===== config.mk =====
export PLATFORM = sky130hd
export DESIGN_NAME = akf_ctrl
export DESIGN_NICKNAME = d
export VERILOG_FILES = /design/src/rtl/akf_pkg.sv /design/src/rtl/akf_ctrl.sv
export SDC_FILE = /design/constraint.sdc
export NUM_CORES = 1
export LEC_CHECK = 0
export BUFFER_PORTS_ARGS = -buffer_cell sky130_fd_sc_hd__buf_4
export CAP_MARGIN = 15
export CORE_ASPECT_RATIO = 0.8
export CORE_MARGIN = 2
export CORE_UTILIZATION = 40
export CTS_CLUSTER_DIAMETER = 60
export DETAILED_ROUTE_END_ITERATION = 16
export HOLD_SLACK_MARGIN = 0.03
export PLACE_DENSITY = 0.67
export SLEW_MARGIN = 20
export SYNTH_ARGS = -nofsm -noshare
export SYNTH_HDL_FRONTEND = slang
export SYNTH_SLANG_ARGS = --single-unit

===== constraint.sdc =====
create_clock -name clk -period 1.4 [get_ports clk]
set_input_delay 0.07 -clock clk [delete_from_list [all_inputs] [get_ports clk]]
set_output_delay 0.07 -clock clk [all_outputs]
set_load 0.01 [all_outputs]

===== src/rtl/akf_pkg.sv =====
package akf_pkg;

  localparam int COV_FRAC_BITS = 24;
  localparam int NOISE_FRAC    = 24;
  localparam int NOISE_SHL     = (COV_FRAC_BITS >= NOISE_FRAC) ? COV_FRAC_BITS - NOISE_FRAC : 0;
  localparam int NOISE_SHR     = (COV_FRAC_BITS < NOISE_FRAC) ? NOISE_FRAC - COV_FRAC_BITS : 1;

  localparam int NUM_W  = 62;   // |P| * 2^30
  localparam int DEN_W  = 33;   // |S|
  localparam int DIV_CW = 6;

  localparam logic [23:0] ANGLE_NOISE_RST = 24'd167772;
  localparam logic [23:0] BIAS_NOISE_RST  = 24'd503316;
  localparam logic [23:0] MEAS_NOISE_RST  = 24'd1677722;

  localparam logic [1:0] REG_ANGLE_NOISE = 2'd0;
  localparam logic [1:0] REG_BIAS_NOISE  = 2'd1;
  localparam logic [1:0] REG_MEAS_NOISE  = 2'd2;

  typedef enum logic [4:0] {
    OP_NONE, OP_RESTART, OP_RATE, OP_M1, OP_M2, OP_M3, OP_M4, OP_M5, OP_DIVST, OP_GAIN,
    OP_C1, OP_C2, OP_C3, OP_C4, OP_C5, OP_C6, OP_C7, OP_OUT
  } op_t;

  typedef struct packed {
    op_t  op;
    logic load;
  } cmd_t;

  typedef struct packed {
    logic div_done;
    logic out_free;
  } status_t;

  // Noise register (Q0.24) to covariance format.
  function automatic logic signed [31:0] noise_to_cov(input logic [23:0] q);
    logic [31:0] v;
    begin
      v = {8'd0, q};
      if (COV_FRAC_BITS >= NOISE_FRAC) begin
        noise_to_cov = signed'(v << NOISE_SHL);
      end else begin
        noise_to_cov = signed'((v + (32'd1 << (NOISE_SHR - 1))) >> NOISE_SHR);
      end
    end
  endfunction

endpackage


===== src/rtl/akf_ctrl.sv =====
module akf_ctrl
  import akf_pkg::*;
(
  input  logic    clk,
  input  logic    rst,
  input  logic    s_tvalid,
  input  logic    s_tuser,
  output logic    s_tready,
  input  status_t status,
  output cmd_t    cmd
);

  typedef enum logic [4:0] {
    ST_IDLE, ST_RESTART, ST_RATE, ST_M1, ST_M2, ST_M3, ST_M4, ST_M5, ST_DIVST, ST_DIVW,
    ST_GAIN, ST_C1, ST_C2, ST_C3, ST_C4, ST_C5, ST_C6, ST_C7, ST_FINISH
  } state_t;

  state_t state;
  op_t    op;

  assign s_tready = (state == ST_IDLE);
  assign cmd.op   = op;
  assign cmd.load = s_tvalid && (state == ST_IDLE);

  always_ff @(posedge clk) begin
    if (rst) begin
      state <= ST_IDLE;
      op    <= OP_NONE;
    end else begin
      op <= OP_NONE;
      case (state)
        ST_IDLE: begin
          if (s_tvalid) begin
            if (s_tuser) begin
              state <= ST_RESTART;
              op    <= OP_RESTART;
            end else begin
              state <= ST_RATE;
              op    <= OP_RATE;
            end
          end
        end
        ST_RESTART: state <= ST_FINISH;
        ST_RATE:  begin state <= ST_M1;    op <= OP_M1;    end
        ST_M1:    begin state <= ST_M2;    op <= OP_M2;    end
        ST_M2:    begin state <= ST_M3;    op <= OP_M3;    end
        ST_M3:    begin state <= ST_M4;    op <= OP_M4;    end
        ST_M4:    begin state <= ST_M5;    op <= OP_M5;    end
        ST_M5:    begin state <= ST_DIVST; op <= OP_DIVST; end
        ST_DIVST: state <= ST_DIVW;
        ST_DIVW: begin
          if (status.div_done) begin
            state <= ST_GAIN;
            op    <= OP_GAIN;
          end
        end
        ST_GAIN:  begin state <= ST_C1; op <= OP_C1; end
        ST_C1:    begin state <= ST_C2; op <= OP_C2; end
        ST_C2:    begin state <= ST_C3; op <= OP_C3; end
        ST_C3:    begin state <= ST_C4; op <= OP_C4; end
        ST_C4:    begin state <= ST_C5; op <= OP_C5; end
        ST_C5:    begin state <= ST_C6; op <= OP_C6; end
        ST_C6:    begin state <= ST_C7; op <= OP_C7; end
        ST_C7:    state <= ST_FINISH;
        ST_FINISH: begin
          if (status.out_free) begin
            state <= ST_IDLE;
            op    <= OP_OUT;
          end
        end
        default: state <= ST_IDLE;
      endcase
    end
  end

endmodule


==> flow_summary_export.csv <==
group,metric,value,unit
synthesis,yosysWarnings,0,
synthesis,synthArstFlopShare,0,%
clocking,cts_buffers,3,
synthesis,synth-seq-cells,10,
worst_setup_path,worstSetupEndpointType,"primary output",
timing,slew_violations,0,
placement,gp_congestion,0.900,
drt,drt-total-wl,1.69,mm
worst_setup_path,critPathMaxStageDelay,370,ps
final_layout,layout-drive-gt1-share,35.3,%
worst_setup_path,cpMaxStageDelayCell,"dfxtp_4",
timing,tightestPinTransition,337,ps
clocking,tritoncts,"built",
global_route,grt_start_max_net_pins,17,
timing,setup-tns-final,0,ps
worst_setup_path,worstSetupPathType,"register to primary output",
final_layout,fin_nets,110,
global_route,grt_pass1_vias,572,
worst_setup_path,crit_required,1330,ps
floorplanning,core_area,1580,um2
timing,hold_ws,134,ps
clocking,clkSinkCount,10,
timing,relSlewSlack,77.5,%
power,clock_power_share,12.3,%
synthesis,synth_common_cells,"10 x dfxtp_1, 10 x nand2_1, 8 x a21oi_1",
drt,drc,0,
worst_setup_path,reg2reg_from,"state[0]",
final_layout,diodes,0,
floorplanning,dieArea,1990,um2
global_route,track_usage,18.5,%
job,maxCapViolCount,0,
synthesis,synth_top_area_share,30.4,%
synthesis,syn_area_per_cell,7.93,um2
synthesis,synth_area_leaders,"dfxtp_1 30%, a21oi_1 6.1%, nand2_1 5.7%, nor3_1 4.6%, xor2_1 4.0%",
clocking,cts-root-buf,"clkbuf_4",
timing,setup_viol,0,
power,intPower,982,uW
drt,vias,651,
synthesis,syn_inst,83,
synthesis,synth_top_area_cell,"dfxtp_1",
timing,hold_viol_final,0,
synthesis,synth_ff_type,"dfxtp_1",
worst_setup_path,crit_path_start,"state[0]",
drt,firstDrtPassIters,4,
power,powerDensity,1880,nW/um2
global_route,grt_remaining_overflow,0,
worst_setup_path,ff2ff_setup_slack,60,ps
synthesis,synth_edf_count,0,
timing,period_share,97.8,%
floorplanning,start_util,41.7,%
synthesis,syn_nets,89,
timing,min_period,1370,ps
final_layout,postLayoutCellArea,881,um2
synthesis,netlist_area,658,um2
worst_setup_path,ff2ff_path_depth,5,
worst_hold_path,min_path_type,"primary input to register",
final_layout,fillCellCount,156,
worst_setup_path,reg2reg_to,"op[0]",
power,swShare,40.7,%
clocking,clk_pin_slew_worst_paths,70,ps
drt,ant_nets,0,
worst_setup_path,endpoint,"cmd[0]",
clocking,clock_latency,270,ps
power,ir_drop,0.000794,V
power,combPwrFrac,57.3,%
timing,finClkSkew,1.26,ps
worst_setup_path,cp.arrival,1300,ps
floorplanning,std_cell_rows,13,
drt,dr.first_iter.drc_count,15,
placement,hpwl,1.19,mm
synthesis,ys_types,37,
global_route,antenna_found_initial,0,
clocking,htree_levels,1,
worst_setup_path,cp_num_cells,5,
global_route,grt_pass1_wl,2.63,mm
drt,vias_per_cell,5.25,
drt,avgRoutedWirePerCell,13.6,um
power,p_seq_share,30.4,%
worst_setup_path,worstPathCellList,"buf_8 > nor3_4 > nand3_2 > inv_2 > buf_4",
floorplanning,die_height,40.3,um
placement,numPortBuffers,12,
worst_setup_path,worst-path-buf-inv,3,
power,p_switching,673,uW
power,p_leak,0.000366,uW
clocking,post_cts_buffers,0,
worst_setup_path,crit_fanout,12,
final_layout,syn_to_final_growth,33.8,%
floorplanning,ios,13,
worst_setup_path,start_kind,"register",
run_status,outcome,"completed",
clocking,ctsLongestPathBuffers,2,
floorplanning,dieWidth,49.4,um
placement,post_dp_cell_area,800,um2
worst_setup_path,crit_family,"flip-flops",
synthesis,ys_seq_area_share,30.4,%
timing,max_freq,0.731,GHz
power groups by stage:
| stage | Clock [uW] | Sequential (uW) | Combinational (uW) |
|---|---|---|---|
| 6_report | 204 | 503 | 949 |
| 5_1_grt | 221 | 517 | 1030 |
| 4_1_cts | 209 | 475 | 905 |
| 3_5_place_dp | 0 | 471 | 877 |
| 3_3_place_gp | 0 | 463 | 867 |
| 2_1_floorplan | 0 | 417 | 635 |
stage by stage:
step,utilization (%),power [uW],instances,setup WS (ps)
final,55.8,1660,124,31.1
after global routing,55.8,1770,124,-15.7
after CTS,53.9,1590,124,-4.45
after detailed placement,50.7,1350,120,-20.3
after global placement,50.7,1330,120,45.0
after floorplan,-,1050,83,134
layer usage:
metal | track usage (%) | vias up | routed length (um)
met4 | 4.29 | 0 | 9
met3 | 7.09 | 2 | 81
met1 | 23.2 | 300 | 821
met5 | 0 | - | 0
li1 | - | 334 | -
met2 | 30.7 | 15 | 776
final cells by class:
cell class              instances  area (um2)  share of cell area (%)
clock buffers                   3        22.5                    2.56
well taps                      22        27.5                    3.12
multi-input cells              64         430                    48.9
repair buffers                 23         183                    20.7
inverters                       2        7.51                   0.852
flip-flops and latches         10         210                    23.9
cell families (layout without fill, tap and decap cells):
family / after synthesis / after routing / synth area share (%)
xor gates and xnor gates: 4 / 4 / 5.32
and+or+nand+nor: 40 / 40 / 34.0
buffers and inverters: 9 / 28 / 8.93
muxes: 1 / 1 / 1.52
DFF: 10 / 10 / 30.4
AOI/OAI and AO/OA: 19 / 19 / 19.8
state kept, by name, summed over array words and instances, names as in the netlist:
| name | flops |
|---|---|
| state | 5 |
| op | 5 |
how the worst min path moves through the flow:
stage	from	endpoint	slack [ps]	cells after the start
CTS	status[1]	state[0]	130	3
global route	status[1]	state[0]	150	3
global placement	rst	state[4]	310	2
floorplan	rst	state[0]	140	1
detailed placement	rst	state[0]	320	2
finish	status[1]	state[0]	130	3
worst reg2reg max path: cells and delay by family (launching register included):
family | cells | cell delay, ps
compound gates | 2 | 410
flops | 1 | 370
simple gates | 2 | 330
buf+inv | 1 | 150
timing repair:
item                       in CTS  in global routing
resized for setup               5                  9
setup endpoints to repair       4                  7
hold buffers                    1                  0
hold endpoints to repair        1                  0
pin swaps                       0                  2
gates cloned                    0                  0
cell usage in the layout, fill, tap and decap left out, drive strengths merged, types with 3 or more instances in the layout:
cell,Yosys,final
nand3,3,3
xor2,3,3
o21ai,3,3
buf,7,22
clkbuf,0,3
a21oi,8,8
nor2,5,5
nand2,10,10
dfxtp,10,10
nor3,7,7
(Power assumes the default switching activity.)
